--- config.mk ---
export PLATFORM = sky130hd
export DESIGN_NAME = unsorted_array_list_core
export DESIGN_NICKNAME = d
export VERILOG_FILES = /design/src/design/ual_pkg.sv /design/src/design/unsorted_array_list_core.sv
export SDC_FILE = /design/constraint.sdc
export NUM_CORES = 1
export LEC_CHECK = 0
export BUFFER_PORTS_ARGS = -buffer_cell sky130_fd_sc_hd__buf_2
export CAP_MARGIN = 20
export CORE_ASPECT_RATIO = 1.4
export CORE_UTILIZATION = 45
export CTS_BUF_LIST = sky130_fd_sc_hd__clkbuf_16
export DETAILED_ROUTE_END_ITERATION = 12
export PLACE_DENSITY = 0.6
export SLEW_MARGIN = 10
export SYNTH_ARGS = -nofsm -noshare
export SYNTH_HDL_FRONTEND = slang
export SYNTH_SLANG_ARGS = --single-unit
--- constraint.sdc ---
create_clock -name i_clk -period 3.99 [get_ports i_clk]
set_input_delay 0 -clock i_clk [delete_from_list [all_inputs] [get_ports i_clk]]
set_output_delay 0 -clock i_clk [all_outputs]
set_load 0.02 [all_outputs]
--- src/design/ual_pkg.sv ---
// ---------------------------------------------------------------------------
// Unordered list package
// Operation and status codes and the fixed field widths of the list core.
// ---------------------------------------------------------------------------
package ual_pkg;

    localparam int VALUE_W = 32;
    localparam int OP_W    = 3;
    localparam int COUNT_W = 5;

    typedef enum logic [OP_W-1:0] {
        OP_INSERT   = 3'd0,
        OP_DELETE   = 3'd1,
        OP_RETRIEVE = 3'd2,
        OP_GET_NEXT = 3'd3,
        OP_RESET    = 3'd4,
        OP_EMPTY    = 3'd5
    } t_op;

    typedef enum logic [1:0] {
        ST_OK        = 2'd0,
        ST_NOT_FOUND = 2'd1,
        ST_FULL      = 2'd2,
        ST_END       = 2'd3
    } t_status;

endpackage

--- src/design/unsorted_array_list_core.sv ---
// ---------------------------------------------------------------------------
// Unordered list core
// Fixed store of unordered entries with append, swap-with-last delete,
// linear search and a read cursor, built around one memory read port.
// ---------------------------------------------------------------------------
//  Channel  Dir  Handshake                 Beat fields
//  in       in   i_in_valid / o_in_stall   i_op, i_item_value
//  out      out  o_out_valid / i_out_stall o_item_out, o_found, o_status,
//                                          o_entry_count, o_is_full
//
// Insert, cursor reset, make empty, unused codes and get next past the end
// go straight to the result register; get next with an entry first captures
// the entry read from memory. Retrieve and delete compare one entry per cycle
// until a hit or the end of the list, and a delete that hits then moves the last entry.
// The input is stalled until the result is in the output register, and a
// stalled output beat holds the block. Reset clears count, cursor and control.
module unsorted_array_list_core #(
    parameter int CAPACITY = 16
) (
    input  logic                          i_clk,
    input  logic                          i_rst_n,
    input  logic                          i_in_valid,
    output logic                          o_in_stall,
    input  logic [ual_pkg::OP_W-1:0]      i_op,
    input  logic [ual_pkg::VALUE_W-1:0]   i_item_value,
    output logic                          o_out_valid,
    input  logic                          i_out_stall,
    output logic [ual_pkg::VALUE_W-1:0]   o_item_out,
    output logic                          o_found,
    output logic [1:0]                    o_status,
    output logic [ual_pkg::COUNT_W-1:0]   o_entry_count,
    output logic                          o_is_full
);
    import ual_pkg::*;

    localparam int AW = (CAPACITY > 1) ? $clog2(CAPACITY) : 1;
    localparam int CW = $clog2(CAPACITY + 1);

    typedef enum logic [2:0] {
        S_IDLE,
        S_SEARCH,
        S_LAST_RD,
        S_LAST_WR,
        S_NEXT_CAP,
        S_RESULT
    } t_state;

    t_state               r_state, n_state;
    logic [CW-1:0]        r_count, n_count;
    logic [CW-1:0]        r_cursor, n_cursor;
    logic [CW-1:0]        r_idx, n_idx;
    logic                 r_cmp_valid, n_cmp_valid;
    logic [AW-1:0]        r_cmp_idx, n_cmp_idx;
    logic [AW-1:0]        r_loc, n_loc;
    logic [VALUE_W-1:0]   r_value, n_value;
    logic                 r_is_del, n_is_del;
    logic [VALUE_W-1:0]   r_res_item, n_res_item;
    logic                 r_res_found, n_res_found;
    t_status              r_res_status, n_res_status;
    logic                 r_out_valid, n_out_valid;
    logic [VALUE_W-1:0]   r_out_item, n_out_item;
    logic                 r_out_found, n_out_found;
    t_status              r_out_status, n_out_status;
    logic [COUNT_W-1:0]   r_out_count, n_out_count;
    logic                 r_out_full, n_out_full;

    logic [VALUE_W-1:0]   r_mem [CAPACITY];
    logic [VALUE_W-1:0]   r_rdata;
    logic [AW-1:0]        w_rd_addr;
    logic                 w_wr_en;
    logic [AW-1:0]        w_wr_addr;
    logic [VALUE_W-1:0]   w_wr_data;

    logic                 w_accept;
    logic                 w_out_free;
    logic [CW-1:0]        w_last_idx;
    logic [CW+COUNT_W-1:0] w_count_ext;

    assign w_accept    = i_in_valid && (r_state == S_IDLE);
    assign w_out_free  = !r_out_valid || !i_out_stall;
    assign w_last_idx  = r_count - CW'(1);
    assign w_count_ext = {{COUNT_W{1'b0}}, r_count};

    always_ff @(posedge i_clk) begin
        if (w_wr_en) begin
            r_mem[w_wr_addr] <= w_wr_data;
        end
        r_rdata <= r_mem[w_rd_addr];
    end

    always_comb begin
        n_state      = r_state;
        n_count      = r_count;
        n_cursor     = r_cursor;
        n_idx        = r_idx;
        n_cmp_valid  = r_cmp_valid;
        n_cmp_idx    = r_cmp_idx;
        n_loc        = r_loc;
        n_value      = r_value;
        n_is_del     = r_is_del;
        n_res_item   = r_res_item;
        n_res_found  = r_res_found;
        n_res_status = r_res_status;
        n_out_item   = r_out_item;
        n_out_found  = r_out_found;
        n_out_status = r_out_status;
        n_out_count  = r_out_count;
        n_out_full   = r_out_full;
        n_out_valid  = r_out_valid && i_out_stall;
        w_rd_addr    = r_cursor[AW-1:0];
        w_wr_en      = 1'b0;
        w_wr_addr    = r_count[AW-1:0];
        w_wr_data    = i_item_value;

        unique case (r_state)
            S_IDLE: begin
                if (w_accept) begin
                    n_res_item   = '0;
                    n_res_found  = 1'b0;
                    n_res_status = ST_OK;
                    n_state      = S_RESULT;
                    unique case (i_op)
                        OP_INSERT: begin
                            if (r_count == CW'(CAPACITY)) begin
                                n_res_status = ST_FULL;
                            end else begin
                                w_wr_en = 1'b1;
                                n_count = r_count + CW'(1);
                            end
                        end
                        OP_DELETE, OP_RETRIEVE: begin
                            n_value     = i_item_value;
                            n_is_del    = (i_op == OP_DELETE);
                            n_idx       = '0;
                            n_cmp_valid = 1'b0;
                            n_state     = S_SEARCH;
                        end
                        OP_GET_NEXT: begin
                            if (r_cursor < r_count) begin
                                n_state = S_NEXT_CAP;
                            end else begin
                                n_res_status = ST_END;
                            end
                        end
                        OP_RESET: begin
                            n_cursor = '0;
                        end
                        OP_EMPTY: begin
                            n_count = '0;
                        end
                        default: begin
                        end
                    endcase
                end
            end
            S_SEARCH: begin
                w_rd_addr = r_idx[AW-1:0];
                if (r_cmp_valid && (r_rdata == r_value)) begin
                    n_cmp_valid = 1'b0;
                    n_loc       = r_cmp_idx;
                    n_res_found = 1'b1;
                    if (r_is_del) begin
                        n_state = S_LAST_RD;
                    end else begin
                        n_res_item = r_value;
                        n_state    = S_RESULT;
                    end
                end else if (r_idx < r_count) begin
                    n_idx       = r_idx + CW'(1);
                    n_cmp_valid = 1'b1;
                    n_cmp_idx   = r_idx[AW-1:0];
                end else begin
                    n_cmp_valid = 1'b0;
                    if (!r_cmp_valid) begin
                        n_res_status = ST_NOT_FOUND;
                        n_state      = S_RESULT;
                    end
                end
            end
            S_LAST_RD: begin
                w_rd_addr = w_last_idx[AW-1:0];
                n_state   = S_LAST_WR;
            end
            S_LAST_WR: begin
                w_wr_en   = 1'b1;
                w_wr_addr = r_loc;
                w_wr_data = r_rdata;
                n_count   = w_last_idx;
                n_state   = S_RESULT;
            end
            S_NEXT_CAP: begin
                n_res_item = r_rdata;
                n_cursor   = r_cursor + CW'(1);
                n_state    = S_RESULT;
            end
            S_RESULT: begin
                if (w_out_free) begin
                    n_out_valid  = 1'b1;
                    n_out_item   = r_res_item;
                    n_out_found  = r_res_found;
                    n_out_status = r_res_status;
                    n_out_count  = w_count_ext[COUNT_W-1:0];
                    n_out_full   = (r_count == CW'(CAPACITY));
                    n_state      = S_IDLE;
                end
            end
            default: begin
                n_state = S_IDLE;
            end
        endcase
    end

    always_ff @(posedge i_clk) begin
        if (!i_rst_n) begin
            r_state     <= S_IDLE;
            r_count     <= '0;
            r_cursor    <= '0;
            r_cmp_valid <= 1'b0;
            r_out_valid <= 1'b0;
        end else begin
            r_state     <= n_state;
            r_count     <= n_count;
            r_cursor    <= n_cursor;
            r_cmp_valid <= n_cmp_valid;
            r_out_valid <= n_out_valid;
        end
        r_idx        <= n_idx;
        r_cmp_idx    <= n_cmp_idx;
        r_loc        <= n_loc;
        r_value      <= n_value;
        r_is_del     <= n_is_del;
        r_res_item   <= n_res_item;
        r_res_found  <= n_res_found;
        r_res_status <= n_res_status;
        r_out_item   <= n_out_item;
        r_out_found  <= n_out_found;
        r_out_status <= n_out_status;
        r_out_count  <= n_out_count;
        r_out_full   <= n_out_full;
    end

    assign o_in_stall    = (r_state != S_IDLE);
    assign o_out_valid   = r_out_valid;
    assign o_item_out    = r_out_item;
    assign o_found       = r_out_found;
    assign o_status      = r_out_status;
    assign o_entry_count = r_out_count;
    assign o_is_full     = r_out_full;

endmodule

# Word-level counts from Yosys, hierarchy flattened
# Memory sizes are Yosys's and may differ from the RTL's. A register that Yosys moved wholly into a read port is not among the register bits.
# Index checks and enable logic that the tools add are counted.
[op_classes]
eq_ne = 26
reduce_logical = 27
add_sub_neg = 4
magnitude_cmp = 2
bitwise_logic = 1
mux = 52
[ops]
columns = ["cell", "count"]
rows = [
  ["two-way mux 32 bit", 4],
  ["one-hot mux 32 bit (3 select lines)", 1],
  ["two-way mux 5 bit", 8],
  ["one-hot mux 5 bit (2 select lines)", 4],
  ["== test 32 bit", 1],
  ["two-way mux 3 bit", 6],
  ["!= test 2 bit (second input constant)", 8],
  ["adder 5 x 1 -> 5 bit (second input constant)", 3],
  ["one-hot mux 3 bit (5 select lines)", 1],
  ["AND reduction 3 bit", 5],
  ["two-way mux 1 bit", 14],
  ["== test 3 x 2 -> 1 bit (second input constant)", 4],
  ["== test 3 bit (second input constant)", 4],
  ["two-way mux 2 bit", 6],
  ["AND reduction 4 bit", 3],
  ["< comparator 5 bit", 2],
  ["AND reduction 5 bit", 2],
  ["!= test 3 bit (second input constant)", 3],
  ["one-hot mux 2 bit (2 select lines)", 2],
  ["one-hot mux 4 bit (2 select lines)", 1],
  ["== test 3 x 1 -> 1 bit (second input constant)", 2],
  ["logical NOT 3 bit", 2],
  ["one-hot mux 1 bit (2 select lines)", 3],
  ["one-hot mux 3 bit (2 select lines)", 1],
  ["13 further kinds", 22],
]
[totals]
word_cells = 131
ramBits = 512
n_memories = 1
regBits = 137
[mem_list]
columns = ["memory", "words", "width", "rd", "rd_ports_with_merged_regs", "write_ports", "line_no", "text"]
rows = [
  ["r_mem", 16, 32, 1, 1, 1, "unsorted_array_list_core.sv:67", "logic [VALUE_W-1:0] r_mem [CAPACITY];"],
]

# Logic depth before layout (Yosys ltp)
[logic_depth]
depth_word = 7
mapped_depth = 11
ltp_nobuf = 8

# Worst setup path before layout
# OpenSTA, ideal clock, no wires.
[synth_timing]
path_kind = "register to register"
start = "register r_state[0]"
end = "memory r_mem[12][0], enable pin"
path_slack_ns = 0.345
period_less_slack_ns = 3.645
n_path_buf = 1
arrival_time_ns = 3.224
path_stages_with_launch = 7
path_cell_list = "dfxtp_1 > buf_2 > or3_1 > or3b_1 > o21ai_2 > o21ai_0 > nor2_1"
[synth_between]
elab_chain_len = 6
[synth_lines]
columns = ["element", "line_no", "text"]
rows = [
  ["start, declared", "unsorted_array_list_core.sv:48", "t_state r_state, n_state;"],
  ["start signal, assigned", "unsorted_array_list_core.sv:221", "r_state <= n_state;"],
  ["logical NOT 3 bit", "unsorted_array_list_core.sv:79, unsorted_array_list_core.sv:115", ""],
  ["logical AND 1 bit", "unsorted_array_list_core.sv:79", "assign w_accept = i_in_valid && (r_state == S_IDLE);"],
  ["two-way mux 1 bit", "unsorted_array_list_core.sv:117", "if (w_accept) begin"],
  ["one-hot mux 1 bit (2 select lines)", "unsorted_array_list_core.sv:115", "unique case (r_state)"],
  ["two-way mux 1 bit", "unsorted_array_list_core.sv:85", "if (w_wr_en) begin"],
  ["two-way mux 1 bit (implied by the code)", "unsorted_array_list_core.sv:86", "r_mem[w_wr_addr] <= w_wr_data;"],
  ["end, declared", "unsorted_array_list_core.sv:67", ""],
]
# Several ways; a longest one is shown, not always the timed one.

# Final worst setup path
[layout_timing]
start = "register r_count[0]"
end = "register r_rdata[30] (read register of r_mem)"
[layout_between]
elab_chain_len = 2
[layout_lines]
columns = ["element", "line_no", "text"]
rows = [
  ["start, declared", "unsorted_array_list_core.sv:49", "logic [CW-1:0] r_count, n_count;"],
  ["start signal, assigned", "unsorted_array_list_core.sv:222", "r_count <= n_count;"],
  ["subtractor 5 x 1 -> 5 bit", "unsorted_array_list_core.sv:81", "assign w_last_idx = r_count - CW'(1);"],
  ["one-hot mux 4 bit (2 select lines)", "unsorted_array_list_core.sv:115", ""],
  ["end, declared", "unsorted_array_list_core.sv:68", "logic [VALUE_W-1:0] r_rdata;"],
]
# Every way passes these cells.
# A chain may end at the register's enable or synchronous reset.

==> impl_metrics.env <==
export IMPL_mostFrequentLayoutCells="634 x sky130_fd_sc_hd__edfxtp_1, 244 x sky130_fd_sc_hd__nand2_1, 131 x sky130_fd_sc_hd__a211oi_1"
export IMPL_unrepaired_setup_endpoints_after_global_routing="no"
export IMPL_path_max_fanout=32
export IMPL_dieWidth_um=209
export IMPL_cts_max_level=2
export IMPL_diodes=0
export IMPL_vdd_ir_drop_worst_uv=1120
export IMPL_track_usage=0.212
export IMPL_worst_clock_skew_ns=0.0260
export IMPL_synth_seq_cells=681
export IMPL_holdCritPathClass="input pin to flip-flop"
export IMPL_pwr_share_comb=0.264
export IMPL_initial_utilization=0.457
export IMPL_detail_route_wirelength_um=64500
export IMPL_final_layout_size_suffix_gt1_frac=0.130
export IMPL_hold_path_startpoint="i_item_value[19]"
export IMPL_dpl_cell_area_mm2=0.0286
export IMPL_synthesis_instances=1821
export IMPL_powerDensity_mw_per_mm2=643
export IMPL_synth_async_sr_flop_share=0
export IMPL_num_rows=105
export IMPL_cts_sinks=681
export IMPL_finalHoldViolations=0
export IMPL_timing_reg2reg_setup_slack_ns=0.45
export IMPL_share_clk_of_total_power=0.282
export IMPL_timing_final_crit_share=0.886
export IMPL_slowest_library_cell_on_the_worst_path="sky130_fd_sc_hd__and3_2"
export IMPL_chipHeight_um=292
export IMPL_mostFrequentLayoutCell="sky130_fd_sc_hd__edfxtp_1"
export IMPL_grt_max_degree=129
export IMPL_synth_top_cells_by_area="sky130_fd_sc_hd__edfxtp_1 71%, sky130_fd_sc_hd__a211oi_1 3.6%, sky130_fd_sc_hd__dfxtp_1 3.5%, sky130_fd_sc_hd__nand2_1 3.4%, sky130_fd_sc_hd__and3_1 3.1%"
export IMPL_area_growth_synth_to_final_pct=14.4
export IMPL_final_max_slew_violation_count=0
export IMPL_p_int_mw=13.4
export IMPL_finalSetupViolations=0
export IMPL_rr_endpoint="r_rdata[30]$_DFF_P_"
export IMPL_clock_root_buffer="sky130_fd_sc_hd__clkbuf_16"
export IMPL_grt_overflow=0
export IMPL_initial_antenna_violation_count=0
export IMPL_die_area_mm2=0.0610
export IMPL_setup_worst_path_start_class="flip-flop"
export IMPL_port_buf_inserts=81
export IMPL_first_global_vias=16000
export IMPL_post_cts_setup_buffer_count=0
export IMPL_whs_endpoint="r_value[19]$_DFFE_PP_"
export IMPL_crit_path_cell_trace="inv_1 -> ha_1 -> xnor2_1 -> a31oi_1 -> o221ai_1 -> and3_2 -> a32oi_1 -> and4_1"
export IMPL_worstHoldPathCells=2
export IMPL_place_hpwl_um=38600
export IMPL_vias=15800
export IMPL_ant_nets=0
export IMPL_worst_slew_pin_transition_ns=1.14
export IMPL_static_leakage_power_nw=10.5
export IMPL_gpl_final_weighted_congestion=0.854
export IMPL_critPathRequiredTime_ns=4.50
export IMPL_cts_tree="built"
export IMPL_num_cts_buffers=60
export IMPL_boundaryPins=82
export IMPL_wl_per_cell_um=23.6
export IMPL_final_cell_area_mm2=0.0309
export IMPL_drt_first_pass_iters=7
export IMPL_vias_per_cell=5.77
export IMPL_worst_path_largest_cell_delay_ns=0.88
export IMPL_yosysWarnings=0
export IMPL_core_area_mm2=0.0590
export IMPL_remaining_drc_errors=0
export IMPL_clock_latency_on_the_worst_skew_pair_ns=0.63
export IMPL_syn_avg_cell_area_um2=14.8
export IMPL_finish_cell_count_without_fillers=2732
export IMPL_netSwitchingFraction=0.323
export IMPL_drt_initial_drc_count=1132
export IMPL_power_total_mw=19.8
export IMPL_synth_top_cell_area_share=0.706
export IMPL_ys_types=60
export IMPL_clock_tree_buffer_depth=3
export IMPL_timing_max_slew_rel_slack=0.235
export IMPL_postSynth_topFlopCell="sky130_fd_sc_hd__edfxtp_1"
export IMPL_period_minus_slack_ns=3.54
export IMPL_placed_cells_incl_taps=2577
export IMPL_cts_clk_slew_worst_paths_ns=0.07
export IMPL_grt_first_pass_wirelength_um=97700
export IMPL_cp_arrival_ns=4.05
export IMPL_fill_cells=4744
export IMPL_synth_cell_area_mm2=0.0270
export IMPL_clock_fmax_mhz=283
export IMPL_switching_power_mw=6.40
export IMPL_total_nets_after_synthesis=1873
export IMPL_timing_worst_setup_path_type="flip-flop to flip-flop"
export IMPL_totalNegativeSetupSlack_ns=0
export IMPL_cap_viol_max_count=0
export IMPL_final_nets=1983
export IMPL_yosysSeqAreaShare=0.740
export IMPL_status="finished clean"
export IMPL_r2r_start="r_count[0]$_SDFFE_PN0P_"
export IMPL_synth_largest_area_cell="sky130_fd_sc_hd__edfxtp_1"
export IMPL_synth_edf_count=634
export IMPL_part_of_the_power_in_registers=0.454
export IMPL_final_util=0.523
export IMPL_crit_path_end_kind="flip-flop"
export IMPL_r2r_worst_path_cells=8
power by group through the flow:
| stage | sequential (mW) | combinational (mW) | clock (mW) |
|---|---|---|---|
| 6_report | 9.01 | 5.23 | 5.59 |
| 2_1_floorplan | 9.01 | 3.53 | 0 |
| 4_1_cts | 9.01 | 5.26 | 5.70 |
| 3_5_place_dp | 9.16 | 5.21 | 0 |
| 5_1_grt | 9.06 | 5.70 | 5.94 |
| 3_3_place_gp | 9.15 | 5.13 | 0 |
how the worst max path moves through the flow:
stage / start / end / depth (start not counted)
2_1_floorplan: r_state[0]$_SDFFE_PN0P_ / r_mem[12][0]$_DFFE_PP_ / 6
3_3_place_gp: r_count[0]$_SDFFE_PN0P_ / r_rdata[30]$_DFF_P_ / 8
3_5_place_dp: r_count[0]$_SDFFE_PN0P_ / r_rdata[30]$_DFF_P_ / 8
4_1_cts: r_count[0]$_SDFFE_PN0P_ / r_rdata[30]$_DFF_P_ / 8
5_1_grt: r_count[0]$_SDFFE_PN0P_ / r_rdata[30]$_DFF_P_ / 8
6_report: r_count[0]$_SDFFE_PN0P_ / r_rdata[30]$_DFF_P_ / 8
cell type report:
cell class,count,area (um^2),share of cell area
Sequential cell,681,20000,0.647
Clock buffer,60,1500,0.0486
Inverter,11,41.3,0.00134
Multi-Input combinational cell,1004,6620,0.215
Tap cell,749,937,0.0304
Timing Repair Buffer,173,1390,0.0449
Clock inverter,54,394,0.0128
sequential cells by signal, summed over array words and instances, names as in the netlist, 2 cells and up:
signal	cells
o_item_out	32
r_state	3
r_res_status	2
r_cmp_idx	4
o_entry_count	5
r_res_item	32
r_count	5
r_loc	4
r_mem	512
r_idx	5
r_rdata	32
o_status	2
r_value	32
r_cursor	5
repair_timing:
action                    in CTS  in global routing
hold endpoints to repair      57                  0
resized for setup              0                  0
hold buffers                  41                  0
routing by layer:
layer / global-route usage / part of all wire
met5: 0 / 0
met4: 0.0791 / 0.036
met1: 0.257 / 0.39
met2: 0.382 / 0.52
met3: 0.0280 / 0.051
metrics by stage:
step	setup slack (ns)	hold WS, ns
floorplan	0.345	0.0989
global placement	0.632	0.201
detailed placement	0.450	0.206
CTS	0.447	0.0909
global route	0.180	0.122
finish	0.453	0.131
cells in the mapped netlist, types with 5 or more instances:
cell                         n
sky130_fd_sc_hd__a211oi_1  131
sky130_fd_sc_hd__a21oi_1    18
sky130_fd_sc_hd__a22o_1     32
sky130_fd_sc_hd__a31oi_1    10
sky130_fd_sc_hd__a32oi_1    65
sky130_fd_sc_hd__and3_1    133
sky130_fd_sc_hd__and4_1     32
sky130_fd_sc_hd__buf_1       7
sky130_fd_sc_hd__buf_2      34
sky130_fd_sc_hd__clkbuf_1   77
sky130_fd_sc_hd__dfxtp_1    47
sky130_fd_sc_hd__edfxtp_1  634
sky130_fd_sc_hd__ha_1       13
sky130_fd_sc_hd__inv_1      10
sky130_fd_sc_hd__mux2i_1    65
sky130_fd_sc_hd__nand2_1   245
sky130_fd_sc_hd__nand3_1     7
sky130_fd_sc_hd__nor2_1     45
sky130_fd_sc_hd__nor2b_1     5
sky130_fd_sc_hd__nor3_1     15
sky130_fd_sc_hd__nor3b_1     7
sky130_fd_sc_hd__nor4_1     11
sky130_fd_sc_hd__o21ai_0    79
sky130_fd_sc_hd__xnor2_1     5
sky130_fd_sc_hd__xor2_1     37
cells by family after synthesis:
logic type / after synthesis / share of synthesized area
muxes: 65 / 0.0241
DFF: 681 / 0.740
adders and majority gates: 13 / 0.00603
xor gates and xnor gates: 42 / 0.0136
buffers and inverters: 136 / 0.0219
AOI/OAI and AO/OA: 359 / 0.0955
and+or+nand+nor: 525 / 0.0983
worst max-delay path, delay by kind of cell (launching register included):
kind	cells	cell delay (ns)
AND/OR/NAND/NOR	2	1.12
AO/OA/AOI/OAI	3	1.00
flip-flops	1	0.64
adder cells (fa/ha/maj)	1	0.29
buffers and inverters	1	0.18
XOR/XNOR	1	0.17
No activity file was read; power rests on OpenSTA's default activity.
